## config.mk

```make
export PLATFORM = sky130hd
export DESIGN_NAME = scancode_to_ascii_translator_top
export DESIGN_NICKNAME = d
export VERILOG_FILES = /design/src/sc2a_pkg.sv /design/src/sc2a_xlate.sv /design/src/sc2a_out_buf.sv /design/src/scancode_to_ascii_translator_top.sv
export SDC_FILE = /design/constraint.sdc
export NUM_CORES = 1
export LEC_CHECK = 0
export BUFFER_PORTS_ARGS = -buffer_cell sky130_fd_sc_hd__buf_2
export CAP_MARGIN = 10
export CORE_MARGIN = 2
export CORE_UTILIZATION = 60
export DETAILED_ROUTE_END_ITERATION = 8
export PLACE_DENSITY = 0.8
export REMOVE_ABC_BUFFERS = 1
export SYNTH_ARGS = -nofsm -noshare
export SYNTH_HDL_FRONTEND = slang
export SYNTH_SLANG_ARGS = --single-unit
```

## constraint.sdc

```tcl
create_clock -name clk -period 4.17 [get_ports clk]
set_clock_uncertainty 0.05 [all_clocks]
set_input_delay 0.417 -clock clk [delete_from_list [all_inputs] [get_ports clk]]
set_output_delay 0.417 -clock clk [all_outputs]
set_load 0.05 [all_outputs]
```

## src/sc2a_pkg.sv

```systemverilog
// ----------------------------------------------------------------------------
// sc2a_pkg
// Shared types, key codes and set-1 lookup tables for the scan code
// translator.
// ----------------------------------------------------------------------------
package sc2a_pkg;

	localparam int unsigned CODE_W = 8;
	localparam int unsigned CHAR_W = 7;
	localparam int unsigned MAP_AW = 6;

	localparam logic [CODE_W-1:0] CODE_CAPS        = 8'd58;
	localparam logic [CODE_W-1:0] CODE_LSHIFT_MAKE = 8'd42;
	localparam logic [CODE_W-1:0] CODE_LSHIFT_BRK  = 8'd170;

	localparam logic [CHAR_W-1:0] CASE_OFFSET = 7'h20;
	localparam logic [CHAR_W-1:0] LOWER_LO    = 7'h60;
	localparam logic [CHAR_W-1:0] LOWER_HI    = 7'h7b;
	localparam logic [CHAR_W-1:0] UPPER_LO    = 7'h40;
	localparam logic [CHAR_W-1:0] UPPER_HI    = 7'h5b;

	typedef logic [CODE_W-1:0] code_t;
	typedef logic [CHAR_W-1:0] char_t;

	typedef struct packed {
		logic shift_held;
		logic caps_on;
		logic caps_parity;
	} flags_t;

	typedef struct packed {
		logic   emit;
		char_t  ch;
		flags_t flags_nxt;
	} xlate_t;

	localparam char_t PLAIN_MAP [0:63] = '{
		7'h00, 7'h1b, 7'h31, 7'h32, 7'h33, 7'h34, 7'h35, 7'h36,
		7'h37, 7'h38, 7'h39, 7'h30, 7'h2d, 7'h3d, 7'h08, 7'h09,
		7'h71, 7'h77, 7'h65, 7'h72, 7'h74, 7'h79, 7'h75, 7'h69,
		7'h6f, 7'h70, 7'h5b, 7'h5d, 7'h0d, 7'h00, 7'h61, 7'h73,
		7'h64, 7'h66, 7'h67, 7'h68, 7'h6a, 7'h6b, 7'h6c, 7'h3b,
		7'h27, 7'h60, 7'h00, 7'h5c, 7'h7a, 7'h78, 7'h63, 7'h76,
		7'h62, 7'h6e, 7'h6d, 7'h2c, 7'h2e, 7'h2f, 7'h00, 7'h00,
		7'h00, 7'h20, 7'h00, 7'h00, 7'h00, 7'h00, 7'h00, 7'h00
	};

	localparam char_t SHIFTED_MAP [0:63] = '{
		7'h00, 7'h1b, 7'h21, 7'h40, 7'h23, 7'h24, 7'h25, 7'h5e,
		7'h26, 7'h2a, 7'h28, 7'h29, 7'h5f, 7'h2b, 7'h08, 7'h09,
		7'h51, 7'h57, 7'h45, 7'h52, 7'h54, 7'h59, 7'h55, 7'h49,
		7'h4f, 7'h50, 7'h7b, 7'h7d, 7'h0d, 7'h00, 7'h41, 7'h53,
		7'h44, 7'h46, 7'h47, 7'h48, 7'h4a, 7'h4b, 7'h4c, 7'h3a,
		7'h22, 7'h7e, 7'h00, 7'h7c, 7'h5a, 7'h58, 7'h43, 7'h56,
		7'h42, 7'h4e, 7'h4d, 7'h3c, 7'h3e, 7'h3f, 7'h00, 7'h00,
		7'h00, 7'h20, 7'h00, 7'h00, 7'h00, 7'h00, 7'h00, 7'h00
	};

endpackage

```

## src/sc2a_xlate.sv

```systemverilog
// ----------------------------------------------------------------------------
// sc2a_xlate
// Single-pass decode of one scan code: modifier handling, table lookup and
// caps lock case inversion. Purely combinational.
// ----------------------------------------------------------------------------
module sc2a_xlate (
	input  sc2a_pkg::code_t  code,
	input  sc2a_pkg::flags_t flags,
	output sc2a_pkg::xlate_t res
);
	import sc2a_pkg::*;

	char_t map_ch;
	char_t base_ch;

	assign map_ch  = flags.shift_held ? SHIFTED_MAP[code[MAP_AW-1:0]]
	                                  : PLAIN_MAP[code[MAP_AW-1:0]];
	assign base_ch = code[MAP_AW] ? '0 : map_ch;

	always_comb begin
		res.emit      = 1'b0;
		res.ch        = base_ch;
		res.flags_nxt = flags;
		if (code == CODE_CAPS) begin
			res.flags_nxt.caps_parity = ~flags.caps_parity;
			if (flags.caps_parity) begin
				res.flags_nxt.caps_on = ~flags.caps_on;
			end
		end else if (code == CODE_LSHIFT_MAKE) begin
			res.flags_nxt.shift_held = 1'b1;
		end else if (code == CODE_LSHIFT_BRK) begin
			res.flags_nxt.shift_held = 1'b0;
		end else if (!code[CODE_W-1]) begin
			res.emit = 1'b1;
			if (flags.caps_on) begin
				if (!flags.shift_held && base_ch > LOWER_LO && base_ch < LOWER_HI) begin
					res.ch = base_ch - CASE_OFFSET;
				end else if (flags.shift_held && base_ch > UPPER_LO
				             && base_ch < UPPER_HI) begin
					res.ch = base_ch + CASE_OFFSET;
				end
			end
		end
	end

endmodule

```

## src/sc2a_out_buf.sv

```systemverilog
// ----------------------------------------------------------------------------
// sc2a_out_buf
// Two-entry output register with skid slot; ready toward the core is
// registered.
// ----------------------------------------------------------------------------
module sc2a_out_buf (
	input  logic            clk,
	input  logic            arst_n,
	input  logic            push,
	input  sc2a_pkg::char_t push_ch,
	output logic            space,
	output logic            out_valid,
	input  logic            out_ready,
	output sc2a_pkg::char_t ascii_char
);
	import sc2a_pkg::*;

	logic  out_valid_q;
	logic  skid_valid_q;
	char_t out_ch_q;
	char_t skid_ch_q;

	always_ff @(posedge clk or negedge arst_n) begin
		if (!arst_n) begin
			out_valid_q  <= 1'b0;
			skid_valid_q <= 1'b0;
		end else if (!out_valid_q || out_ready) begin
			out_valid_q  <= skid_valid_q || push;
			skid_valid_q <= 1'b0;
		end else if (push) begin
			skid_valid_q <= 1'b1;
		end
	end

	always_ff @(posedge clk) begin
		if (!out_valid_q || out_ready) begin
			out_ch_q <= skid_valid_q ? skid_ch_q : push_ch;
		end else if (push) begin
			skid_ch_q <= push_ch;
		end
	end

	assign space      = ~skid_valid_q;
	assign out_valid  = out_valid_q;
	assign ascii_char = out_ch_q;

endmodule

```

## src/scancode_to_ascii_translator_top.sv

```systemverilog
// ----------------------------------------------------------------------------
// scancode_to_ascii_translator_top
// Set-1 scan code to ASCII translator with shift and caps lock tracking.
// ----------------------------------------------------------------------------
// One scan code is taken per clock cycle unless a character is held back by a
// full output register. A code passes an input register, is decoded by one
// stage of table lookup and case logic and lands in a two-entry output
// register, and input keeps flowing while one result waits downstream.
// Modifier and caps lock codes update the flags; they and all other break
// codes produce no output; unmapped make codes give 0.
// ----------------------------------------------------------------------------
module scancode_to_ascii_translator_top (
	input  logic            clk,
	input  logic            arst_n,
	input  logic            in_valid,
	output logic            in_ready,
	input  sc2a_pkg::code_t scan_code,
	output logic            out_valid,
	input  logic            out_ready,
	output sc2a_pkg::char_t ascii_char
);
	import sc2a_pkg::*;

	logic   valid_s1;
	code_t  code_s1;
	flags_t flags_q;
	xlate_t res;
	logic   space;
	logic   advance;

	sc2a_xlate u_xlate (
		.code  (code_s1),
		.flags (flags_q),
		.res   (res)
	);

	assign advance  = valid_s1 && (!res.emit || space);
	assign in_ready = !valid_s1 || advance;

	always_ff @(posedge clk or negedge arst_n) begin
		if (!arst_n) begin
			valid_s1 <= 1'b0;
			flags_q  <= '0;
		end else begin
			if (in_ready) begin
				valid_s1 <= in_valid;
			end
			if (advance) begin
				flags_q <= res.flags_nxt;
			end
		end
	end

	always_ff @(posedge clk) begin
		if (in_ready && in_valid) begin
			code_s1 <= scan_code;
		end
	end

	sc2a_out_buf u_out_buf (
		.clk        (clk),
		.arst_n     (arst_n),
		.push       (advance && res.emit),
		.push_ch    (res.ch),
		.space      (space),
		.out_valid  (out_valid),
		.out_ready  (out_ready),
		.ascii_char (ascii_char)
	);

endmodule

```

-- Word-level counts from Yosys, hierarchy flattened
Memories as Yosys holds them, arrays and structs flattened.
Index checks and enable logic that the tools add are counted.
- reduce and logical (&&, ||, !) cells: 21
- order comparisons: 5
- add/sub/neg operators: 2
- equality and inequality tests: 3
- bitwise operators: 6
- multiplexer cells: 18
- operator list (cell ; number):
    $mux W7 ; 10
    $mux W8 ; 3
    $eq A8 B6 Y1 const B ; 2
    $gt A7 B7 Y1 const B ; 2
    $lt A7 B7 Y1 const B ; 2
    $mux W9 ; 1
    $eq A8 B8 Y1 const B ; 1
    $add A7 B6 Y7 const B ; 1
    $ge A7 B7 Y1 const B ; 1
    $logic_and A1 B1 Y1 ; 7
    $not A6 Y7 ; 1
    $sub A7 B6 Y7 const B ; 1
    $reduce_and A3 Y1 ; 2
    $not A1 Y1 ; 5
    $logic_not A1 Y1 ; 4
    $logic_or A1 B1 Y1 ; 4
    $mux W1 ; 4
    $reduce_and A2 Y1 ; 2
    $reduce_bool A2 Y1 ; 2
- ROM bits: 896
- memories: 2
- output and inout port bits: 9
- input port bits: 12
- logic and storage cells: 66
- register bits: 28
- memory list (memory ; depth ; width ; rd ports ; clocked after Yosys merged registers in ; wr ports ; line ; RTL):
    (name not given) ; 64 ; 7 ; 1 ; 0 ; 0 ; sc2a_xlate.sv:16 ; assign map_ch = flags.shift_held ? SHIFTED_MAP[code[MAP_AW-1:0]]
    (name not given) ; 64 ; 7 ; 1 ; 0 ; 0 ; sc2a_xlate.sv:17 ; : PLAIN_MAP[code[MAP_AW-1:0]];

-- Logic depth before layout (Yosys ltp)
Gate-level depths: netlist of the first run.
- word-level depth: 22
- mapped depth: 14
- gate-level depth less buffers: 13

-- By module
A second synthesis of the first run with hierarchy kept.
- cell total of the unflattened synthesis: 270
- area, all modules: 2565.0 sq um
- modules (own cells, without submodules) (module ; seq. area each (sq um) ; times used ; cells an instance ; area an instance (sq um)):
    sc2a_xlate ; 0.0 ; 1 ; 218 ; 1535.2
    sc2a_out_buf ; 470.5 ; 1 ; 31 ; 615.6
    scancode_to_ascii_translator_top ; 340.3 ; 1 ; 21 ; 414.1

-- Worst setup path before layout of the first run
No wires, ideal clock.
- kind: register to register
- start: register code_s1[1]
- end: register u_out_buf.out_ch_q[6] (netlist: u_out_buf.ascii_char[6]), data pin
- data required time: 3.862 ns
- arrival time: 2.850 ns
- stages on the path, launching flop included: 12
- setup time: 0.258 ns
- buffers on the path: 0
- period minus slack after synthesis: 3.158 ns
- slack: 1.012 ns
- cells stage by stage: edfxtp_1 -> inv_1 -> ha_1 -> or2b_1 -> a311o_1 -> a311oi_1 -> a221oi_2 -> o31ai_1 -> and3_1 -> nor3_1 -> or3_1 -> o221a_2
- word-level cells in the longest chain between the ends: 17
- elaborated cells between the ends (all ways): 30
- those cells by class: 2 x add/sub; 4 x order compare; 3 x eq/ne; 14 x mux; 1 x bitwise; 4 x reduce/logical; 2 x memory
- ends and longest elaborated chain (item ; line ; RTL):
    start, declared ; scancode_to_ascii_translator_top.sv:25 ; code_t code_s1;
    start signal, assigned ; scancode_to_ascii_translator_top.sv:56 ; code_s1 <= scan_code;
    $not A6 Y7 (implied by the code) ; sc2a_xlate.sv:16, sc2a_xlate.sv:17 ;
    $mem_v2 Z64 W7, on equally long branches ; -- ;
    $mux W7, on equally long branches (2 in series) ; sc2a_xlate.sv:17, sc2a_xlate.sv:16 ;
    $mux W7 ; sc2a_xlate.sv:16 ;
    $mux W7 ; sc2a_xlate.sv:18 ; assign base_ch = code[MAP_AW] ? '0 : map_ch;
    $gt A7 B7 Y1 ; sc2a_xlate.sv:38 ; end else if (flags.shift_held && base_ch > UPPER_LO
    $logic_and A1 B1 Y1 ; sc2a_xlate.sv:38 ;
    $logic_and A1 B1 Y1 ; sc2a_xlate.sv:39 ; && base_ch < UPPER_HI) begin
    $mux W7 ; sc2a_xlate.sv:38 ;
    $mux W7 ; sc2a_xlate.sv:36 ; if (!flags.shift_held && base_ch > LOWER_LO && base_ch < LOWER_HI) begin
    $mux W7 ; sc2a_xlate.sv:35 ; if (flags.caps_on) begin
    $mux W8 ; sc2a_xlate.sv:33 ; end else if (!code[CODE_W-1]) begin
    $mux W8 ; sc2a_xlate.sv:31 ; end else if (code == CODE_LSHIFT_BRK) begin
    $mux W8 ; sc2a_xlate.sv:29 ; end else if (code == CODE_LSHIFT_MAKE) begin
    $mux W9 * ; sc2a_xlate.sv:24 ; if (code == CODE_CAPS) begin
    $mux W7 * ; sc2a_out_buf.sv:37 ; out_ch_q <= skid_valid_q ? skid_ch_q : push_ch;
    end signal, assigned ; sc2a_out_buf.sv:37 ;
    end, declared ; sc2a_out_buf.sv:20 ; char_t out_ch_q;
Mark *: on every way between the ends. The rest lies on a longest branch, timed or not. The select of a mux whose other input is x is not followed.
A chain may end at the register's enable or synchronous reset.

==> out/results.tsv, run 1 <==
stage	metric	value	unit
outcome	status	complete, no violations	
global_route	antenna_found_initial	0	
clock_tree	h-tree-depth	1	
place	place_ws	582	ps
die	die_y	68.5	µm
hold_path	hp-class	input port to flip-flop	
logic_synthesis	synth_edf_count	22	
worst_setup_path	cp-end-kind	flip-flop	
die	rows	23	
detailed_routing	finalWirelength	6090	µm
logic_synthesis	ys_types	75	
finish	layout.nets	311	
finish	regArea	811	µm²
clock_tree	cts.sinks	28	
clock_tree	cts_tree	done	
power_and_ir_drop	vdd_drop_max	0.295	mV
timing	slew_violations	0	
timing	post-route-period-util	86.8	%
power_and_ir_drop	p_sw_share	34.3	%
logic_synthesis	ys_top_cells_by_count	22 x edfxtp_1, 22 x nand2_1, 16 x nor2_1, 14 x ha_1, 12 x a21oi_1	
worst_setup_path	reg2reg_to	u_out_buf.skid_ch_q[5]	
place	post-dp-hpwl	4490	µm
finish	antenna-diode-count	0	
worst_setup_path	critical_path_required	4130	ps
timing	slew-limit-headroom	31.4	%
worst_setup_path	regToRegStartpoint	code_s1[3]	
worst_setup_path	critPathMaxFanout	20	
timing	fin_ws	549	ps
logic_synthesis	syn-cell-area	2490	µm²
finish	layout-drive-gt1-share	17.6	%
detailed_routing	initialDrtViolationCount	277	
timing	grt_setup_unrepaired	false	
power_and_ir_drop	p_switching	0.259	mW
timing	fmax	0.276	GHz
power_and_ir_drop	power	0.756	mW
finish	multi_input_area	1500	µm²
clock_tree	clk_pin_slew_worst_paths	90	ps
die	floorplan.initialDensity	62.3	%
global_route	first_global_vias	2020	
hold_path	holdPathStages	1	
worst_setup_path	r2r_setup_slack	550	ps
detailed_routing	drc	0	
die	die_x	68.5	µm
detailed_routing	wl_per_cell	18.2	µm
clock_tree	cts-root-buf	clkbuf_8	
clock_tree	clkLatencyLatePin	270	ps
logic_synthesis	yosys_warnings	0	
clock_tree	clock_path_buffers	2	
die	num_io_pins	21	
logic_synthesis	synth_ff_type	edfxtp_1	
timing	fin_setup_tns	0	ps
global_route	grt_pass1_wl	9830	µm
timing	setup_viol	0	
power_and_ir_drop	p_comb_share	32.6	%
die	core	4000	µm²
logic_synthesis	synth_top_area_cell	edfxtp_1	
clock_tree	post_cts_buffers	0	
logic_synthesis	ys_ff_latch	28	
power_and_ir_drop	p_leak	0.999	nW
power_and_ir_drop	cellPowerDensity	285	nW/µm²
power_and_ir_drop	seq_power_share	45.8	%
timing	layout_min_cycle_time	3620	ps
logic_synthesis	syn_avg_cell_area	9.20	µm²
power_and_ir_drop	clock_power_share	21.6	%
detailed_routing	postRouteAntennaNets	0	
global_route	track_usage	28.2	%
place	port_buffers	20	
clock_tree	numCtsBuffers	3	
worst_setup_path	timing.critical_path.from_type	flip-flop	
detailed_routing	viasPerCell	6.69	
logic_synthesis	netlist.area_leader.share	26.5	%
logic_synthesis	async_flop_share	21.4	%
detailed_routing	first_pass_iters	5	
hold_path	hp-start	scan_code[4]	
power_and_ir_drop	p_int	0.496	mW
worst_setup_path	rr_worst_depth	12	
global_route	grt_max_degree	25	
place	gp_congestion	0.985	
worst_setup_path	crit_arrival	3580	ps
logic_synthesis	synth_area_leaders	edfxtp_1 27%, ha_1 7.0%, dfrtp_1 6.0%	
global_route	gr-total-overflow	0	
die	dieArea	4690	µm²
finish	area_growth	6.48	%
run	max-cap-violations	0	
logic_synthesis	ys_seq_area_share	32.5	%
timing	hold_violations	0	
finish	fillCellCount	331	
detailed_routing	dr_total_vias	2235	
worst_setup_path	critPathKind	flip-flop to flip-flop	
timing	tightest_slew	1020	ps
logic_synthesis	synth_cells	271	
hold_path	worstHoldEndpoint	code_s1[4]	
## cell families after synthesis
group / share of synthesized area [%]
buffers and inverters: 7.18
muxes: 3.87
AOI/OAI and AO/OA: 27.0
adders and majority gates: 7.03
xor gates and xnor gates: 1.76
DFF: 32.5
and+or+nand+nor: 20.6
## flip-flops by register name (all words and copies together) (netlist names)
signal and count:
code_s1 8, u_out_buf.ascii_char 7, u_out_buf.skid_ch_q 7, flags_q 3, u_out_buf.out_valid 1, u_out_buf.skid_valid_q 1
valid_s1 1
## what timing repair did
action / in CTS / in global routing
endpoints found under the hold margin: 6 / 0
hold buffers: 1 / 0
resized for setup: 0 / 0
## through the flow
stage | hold WS [ps] | cells | utilization [%] | area, µm²
finish | 269 | 334 | 66.3 | 2650
global route | 254 | 334 | 66.3 | 2650
CTS | 260 | 334 | 66.3 | 2650
detailed placement | 195 | 329 | 64.7 | 2590
global placement | 194 | 329 | 64.7 | 2590
floorplan | 71.4 | 250 | - | 2360
## layout make-up
type / instances / share of cell area, %
well taps: 50 / 2.36
multi-input cells: 210 / 56.6
repair buffers: 30 / 6.69
clock buffers: 4 / 2.07
flip-flops and latches: 28 / 30.6
inverters: 12 / 1.70
## layer usage
metal / track usage [%] / vias to the layer above / wire [µm]
li1: - / 1056 / -
met1: 39.0 / 1024 / 2610
met4: 11.0 / 0 / 154
met2: 42.9 / 134 / 2730
met5: 0 / - / 0
met3: 6.25 / 21 / 598
## power by group through the flow
stage / Sequential [mW] / Combinational (mW) / Clock (mW)
6_report: 0.346 / 0.247 / 0.163
3_5_place_dp: 0.352 / 0.242 / 0
3_3_place_gp: 0.351 / 0.241 / 0
4_1_cts: 0.345 / 0.244 / 0.167
5_1_grt: 0.349 / 0.266 / 0.174
2_1_floorplan: 0.402 / 0.125 / 0
## how the worst max path moves through the flow
stage                          start                       to  slack [ps]  cells after the start
after detailed placement  code_s1[3]   u_out_buf.skid_ch_q[5]         580                     12
final                     code_s1[3]   u_out_buf.skid_ch_q[5]         550                     12
after floorplan           code_s1[2]  u_out_buf.ascii_char[6]         580                     12
after CTS                 code_s1[3]   u_out_buf.skid_ch_q[5]         580                     12
after global placement    code_s1[3]  u_out_buf.ascii_char[6]         750                     11
after global routing      code_s1[3]   u_out_buf.skid_ch_q[5]         240                     12
## critical path, cell delays in order, from the launching register on
cell and delay, ps:
edfxtp_1 620, buf_4 310, inv_2 240, nor3_1 100, o311ai_0 330, a21oi_1 110, nor3_1 560, inv_1 170
ha_1 240, a41o_1 190, o22ai_1 220, nand2_1 110, xnor2_1 130
## layout by cell type (no fill, tap or decap), types with 4 or more instances in the layout
| cell type | instances |
|---|---|
| o31ai_1 | 6 |
| buf_2 | 20 |
| o21ai_0 | 11 |
| and2_1 | 5 |
| inv_1 | 10 |
| clkbuf_8 | 4 |
| a21oi_1 | 12 |
| a311oi_1 | 4 |
| ha_1 | 14 |
| o211ai_1 | 4 |
| nand3_1 | 8 |
| nor3_1 | 9 |
| dfrtp_1 | 6 |
| nor2b_1 | 6 |
| nand2b_1 | 11 |
| nor2_1 | 16 |
| nand2_1 | 22 |
| mux2i_1 | 4 |
| edfxtp_1 | 22 |
| buf_4 | 9 |
No activity file was read; power rests on OpenSTA's default activity.
==> run 2, diff against run 1 <==
- CORE_UTILIZATION: 60 -> 37
- PLACE_DENSITY: 0.8 -> 0.54
==> run 2 against run 1 <==
- utilization shrank 24 points
- critical endpoint is now u_out_buf.ascii_char[6]
- worst hold slack lost 3.6 ps
- die area grew 58%
- clock power is essentially flat
- worst setup slack gained 93 ps
- sequential cell count is the same
- maximum frequency grew 2.6%
- highest routed layer unchanged
==> out/results.tsv, run 2 (synthesis results as in run 1) <==
stage	metric	value	unit	change
finish	regMostFlops	code_s1		
clock_tree	h-tree-depth	1		unchanged
timing	slew-limit-headroom	56.1	%	+25 points
die	die_y	86.1	µm	+26%
detailed_routing	initialDrtViolationCount	253		-8.7%
power_and_ir_drop	p_switching	0.259	mW	-0.25%
worst_setup_path	critPathMaxFanout	10		-50%
worst_setup_path	cp-end-kind	flip-flop		
power_and_ir_drop	p_leak	1.00	nW	about the same
timing	hold_violations	0		unchanged
power_and_ir_drop	vdd_drop_max	0.145	mV	-51%
detailed_routing	first_pass_iters	4		-1
global_route	first_global_vias	2018		-0.099%
worst_setup_path	critPathKind	flip-flop to flip-flop		
finish	layout_common_cells	22 x nand2_1, 22 x edfxtp_1, 20 x buf_2		
worst_setup_path	timing.critical_path.from_type	flip-flop		
timing	setup_viol	0		unchanged
die	dieArea	7410	µm²	+58%
detailed_routing	wl_per_cell	17.0	µm	-6.6%
place	port_buffers	20		unchanged
worst_setup_path	r2r_setup_slack	640	ps	+90 ps
die	num_io_pins	21		unchanged
finish	antenna-diode-count	0		unchanged
die	die_x	86.1	µm	+26%
timing	grt_setup_unrepaired	false		
worst_setup_path	crit_arrival	3510	ps	-70 ps
power_and_ir_drop	p_int	0.496	mW	-0.14%
power_and_ir_drop	p_comb_share	32.5	%	about the same
timing	fin_setup_tns	0	ps	unchanged
die	rows	29		+26%
worst_setup_path	regToRegStartpoint	code_s1[0]		
worst_setup_path	rr_worst_depth	10		-2
die	floorplan.initialDensity	38.8	%	-24 points
power_and_ir_drop	p_sw_share	34.3	%	about the same
die	core	6420	µm²	+61%
clock_tree	post_cts_buffers	0		unchanged
finish	area_growth	7.83	%	
clock_tree	cts_tree	done		
outcome	status	complete, no violations		
place	gp_congestion	0.926		-6.0%
global_route	track_usage	17.2	%	-11 points
detailed_routing	drc	0		unchanged
run	max-cap-violations	0		unchanged
timing	tightest_slew	643	ps	-378 ps
finish	largest_reg_flops	8		unchanged
detailed_routing	dr_total_vias	2150		-3.8%
finish	post-route-util	41.8	%	-24 points
global_route	gr-total-overflow	0		unchanged
hold_path	holdPathStages	1		unchanged
detailed_routing	viasPerCell	5.96		-11%
worst_setup_path	reg2reg_to	u_out_buf.ascii_char[6]		
clock_tree	cts.sinks	28		unchanged
clock_tree	numCtsBuffers	3		unchanged
power_and_ir_drop	clock_power_share	21.8	%	+0.2 points
timing	fmax	0.283	GHz	+2.6%
timing	slew_violations	0		unchanged
global_route	grt_pass1_wl	10200	µm	+3.9%
power_and_ir_drop	cellPowerDensity	281	nW/µm²	-1.4%
clock_tree	clk_pin_slew_worst_paths	90	ps	about the same
finish	layout-drive-gt1-share	17.6	%	unchanged
hold_path	hp-class	input port to flip-flop		
power_and_ir_drop	seq_power_share	45.8	%	about the same
hold_path	hp-start	scan_code[3]		
finish	layout.nets	311		unchanged
global_route	antenna_found_initial	0		unchanged
clock_tree	clkLatencyLatePin	270	ps	about the same
place	post-dp-hpwl	4420	µm	-1.5%
clock_tree	cts-root-buf	clkbuf_8		
detailed_routing	finalWirelength	6150	µm	+1.0%
hold_path	worstHoldEndpoint	code_s1[3]		
timing	post-route-period-util	84.6	%	-2.2 points
global_route	grt_max_degree	45		+80%
clock_tree	clock_path_buffers	2		unchanged
worst_setup_path	critical_path_required	4150	ps	+20 ps
detailed_routing	postRouteAntennaNets	0		unchanged
timing	layout_min_cycle_time	3530	ps	-93.2 ps
run 2: repair_timing:
item                                   in CTS  in global routing
endpoints found under the hold margin       6                  0
resized for setup                           0                  0
hold buffers                                1                  0
run 2: power groups by stage:
| stage | Sequential (mW) | Combinational, mW | Clock, mW |
|---|---|---|---|
| after detailed placement | 0.351 | 0.241 | 0 |
| final | 0.345 | 0.245 | 0.164 |
| after floorplan | 0.402 | 0.125 | 0 |
| after global placement | 0.351 | 0.244 | 0 |
| after global routing | 0.349 | 0.266 | 0.182 |
| after CTS | 0.345 | 0.243 | 0.171 |
run 2: worst max-delay path, cell delays in order, from the launching register on:
cell,delay (ps)
edfxtp_1,570
inv_1,200
ha_1,330
or3_1,400
a22o_1,220
a222oi_1,550
nor2_2,130
o311ai_4,340
nor3_1,90
or3_1,310
o221a_2,120
run 2: cell type report:
type                    count  area (µm²)
well taps                  77        96.3
flip-flops and latches     28         811
clock buffers               4        55.1
inverters                  12        45.0
multi-input cells         210        1500
fillers                   646        3730
repair buffers             30         178
run 2: layer usage:
metal	wire, µm	up-vias	part of all wire, %	GRT usage [%]
met5	0	-	0	0
li1	-	1069	-	-
met1	2970	991	48	25.5
met2	2810	86	46	26.6
met4	36	0	0.59	3.61
met3	333	4	5.4	2.50
run 2: worst max-delay path by stage:
stage,from,slack [ps],depth (start not counted),to
4_1_cts,code_s1[0],640,10,u_out_buf.ascii_char[6]
6_report,code_s1[0],640,10,u_out_buf.ascii_char[6]
5_1_grt,code_s1[0],360,10,u_out_buf.ascii_char[5]
3_5_place_dp,code_s1[0],660,10,u_out_buf.ascii_char[6]
3_3_place_gp,code_s1[1],720,11,u_out_buf.skid_ch_q[5]
2_1_floorplan,code_s1[2],580,12,u_out_buf.ascii_char[6]
run 2: per-stage QoR:
step / worst slack, ps / cell area (µm²) / total power, mW / hold slack, ps / cells
floorplan: 582 / 2360 / 0.527 / 71.4 / 250
global placement: 722 / 2620 / 0.596 / 200 / 356
detailed placement: 661 / 2620 / 0.593 / 200 / 356
CTS: 643 / 2690 / 0.759 / 258 / 361
global route: 363 / 2690 / 0.796 / 246 / 361
finish: 642 / 2690 / 0.754 / 266 / 361
==> run 3, diff against run 2 <==
- clock period: 4.17 -> 3.3 ns (I/O delays scaled with it)
==> run 3 against run 2 <==
- worst hold slack worse by 83 ps
- first-iteration DRC count is 24% lower
- critical path depth is 1 higher
- non-clock buffer count is 16 higher
- maximum frequency is 11% higher
- register-to-register slack worse by 520 ps
- count of clock-buffer cells in the layout stayed put
- sequential power is 25% higher
- utilization is 3.4 points higher
- design area is 8.0% higher
- critical endpoint unchanged
- largest power group unchanged
==> out/results.tsv, run 3 (synthesis results as in run 1) <==
stage	metric	value	unit	change
clock_tree	clkLatencyLatePin	270	ps	about the same
global_route	track_usage	18.1	%	+0.86 points
detailed_routing	wl_met2	3010	µm	+6.9%
timing	post-route-period-util	96.4	%	+12 points
finish	layout.nets	327		+5.1%
clock_tree	cts_tree	done		
timing	setup_viol	0		unchanged
detailed_routing	met3_wirelength	307	µm	-7.8%
worst_setup_path	slowest_delay	410	ps	-160 ps
timing	tightest_slew	527	ps	-116 ps
worst_setup_path	critPathMaxFanout	7		-3
place	gp_congestion	0.913		-1.4%
worst_setup_path	cp-end-kind	flip-flop		
run	max-cap-violations	0		unchanged
die	num_io_pins	21		unchanged
hold_path	hp-class	input port to flip-flop		
place	placed_area	2750	µm²	+5.0%
detailed_routing	drc	0		unchanged
finish	layout_common_cells	22 x nand2_1, 22 x edfxtp_1, 22 x buf_4		
worst_setup_path	timing.critical_path.from_type	flip-flop		
die	core	6420	µm²	unchanged
global_route	antenna_found_initial	0		unchanged
die	rows	29		unchanged
outcome	status	complete, no violations		
die	dieArea	7410	µm²	unchanged
place	place_ws	42.0	ps	-619 ps
place	post-dp-hpwl	4810	µm	+8.8%
die	die_x	86.1	µm	unchanged
timing	grt_setup_unrepaired	true		
detailed_routing	initialDrtViolationCount	192		-24%
global_route	first_global_vias	2152		+6.6%
finish	regMostFlops	code_s1		
clock_tree	clock_path_buffers	2		unchanged
worst_setup_path	crit_family	compound AO/OA/AOI/OAI gates		
worst_setup_path	crit_arrival	3170	ps	-340 ps
clock_tree	h-tree-depth	1		unchanged
global_route	grt_pass1_wl	10500	µm	+3.2%
finish	antenna-diode-count	0		unchanged
detailed_routing	finalWirelength	6460	µm	+5.1%
power_and_ir_drop	vdd_drop_max	0.231	mV	+60%
detailed_routing	routed.top_layer	met4		
timing	fmax	0.314	GHz	+11%
clock_tree	cts-root-buf	clkbuf_8		
finish	post-route-util	45.2	%	+3.4 points
worst_setup_path	critPathKind	flip-flop to flip-flop		
power_and_ir_drop	cellPowerDensity	343	nW/µm²	+22%
timing	fin_ws	118	ps	-524 ps
timing	hold_violations	0		unchanged
clock_tree	cts.sinks	28		unchanged
timing	slew-limit-headroom	64.9	%	+8.8 points
finish	layout-drive-gt1-share	26.3	%	+8.7 points
worst_setup_path	critical_path_required	3290	ps	-860 ps
place	port_buffers	20		unchanged
power_and_ir_drop	p_leak	1.09	nW	+9.3%
finish	largest_reg_flops	8		unchanged
detailed_routing	met1_length	2970	µm	unchanged
die	floorplan.initialDensity	38.8	%	unchanged
detailed_routing	dr_total_vias	2261		+5.2%
finish	stdcell_area	2900	µm²	+8.0%
detailed_routing	viasPerCell	6.00		+0.70%
worst_setup_path	crit_path_cell_trace	inv_2 -> ha_2 -> or2b_1 -> a311o_1 -> a311oi_1 -> a221oi_2 -> o31ai_2 -> and3_1 -> nor3_1 -> or3_1 -> o221a_2		
detailed_routing	wl_per_cell	17.1	µm	+0.63%
worst_setup_path	path_buf_inv	1		unchanged
worst_setup_path	critPathSlowestCell	edfxtp_1		
clock_tree	numCtsBuffers	3		unchanged
detailed_routing	first_pass_iters	5		+1
detailed_routing	postRouteAntennaNets	0		unchanged
die	die_y	86.1	µm	unchanged
global_route	grt_max_degree	45		unchanged
timing	layout_min_cycle_time	3180	ps	-346 ps
global_route	gr-total-overflow	0		unchanged
clock_tree	clk_pin_slew_worst_paths	90	ps	about the same
finish	area_growth	16.5	%	
timing	slew_violations	0		unchanged
[run 3: changes by cell type in the layout (fill, tap and decap cells not counted), sizes merged]
cell,previous run,this run
buf,29,45
[run 3: layer usage]
layer | GRT usage [%] | vias up
li1 | - | 1092
met1 | 25.0 | 1063
met2 | 28.1 | 90
met3 | 3.18 | 16
met4 | 6.78 | 0
met5 | 0 | -
[run 3: worst paths after layout]
| check | from | end | slack, ps | cells past startpoint |
|---|---|---|---|---|
| setup / recovery | code_s1[0] | u_out_buf.ascii_char[6] | 120 | 11 |
| max in group asynchronous | arst_n | flags_q[2] | 2700 | 2 |
| hold / removal | scan_code[6] | code_s1[6] | 180 | 1 |
| min in group asynchronous | arst_n | flags_q[1] | 360 | 2 |
| hold reg to reg | flags_q[0] | flags_q[0] | 420 | 1 |
| setup reg to reg | code_s1[0] | u_out_buf.ascii_char[6] | 120 | 11 |
[run 3: layout make-up]
class | instances | area, µm²
Sequential cell | 28 | 811
Fill cell | 619 | 3520
Timing Repair Buffer | 46 | 327
Multi-Input combinational cell | 210 | 1570
Inverter | 12 | 45.0
Tap cell | 77 | 96.3
Clock buffer | 4 | 55.1
[run 3: metrics by stage]
step / cells / hold slack (ps) / setup TNS (ps) / power [mW]
detailed placement: 370 / 112 / 0 / 0.774
CTS: 375 / 170 / 0 / 0.982
finish: 377 / 183 / 0 / 0.996
global placement: 370 / 111 / 0 / 0.777
floorplan: 250 / -15.6 / -913 / 0.666
global route: 377 / 156 / -8.17 / 1.05
[run 3: worst register-to-register path, stage by stage (launching register included)]
cell and delay (ps):
edfxtp_1 410, inv_2 160, ha_2 350, or2b_1 240
a311o_1 310, a311oi_1 270, a221oi_2 110, o31ai_2 270
and3_1 260, nor3_1 70, or3_1 310, o221a_2 120
[run 3: report_power, final]
group	switching, mW	internal, mW	total (mW)
Combinational	0.224	0.136	0.360
Sequential	0.0174	0.413	0.431
Clock	0.0994	0.107	0.206
[run 3: timing repair]
action	CTS	global route
hold endpoints to repair	6	0
setup buffers	0	2
endpoints found under the setup margin	0	4
hold buffers	1	0
gates resized for setup	0	18
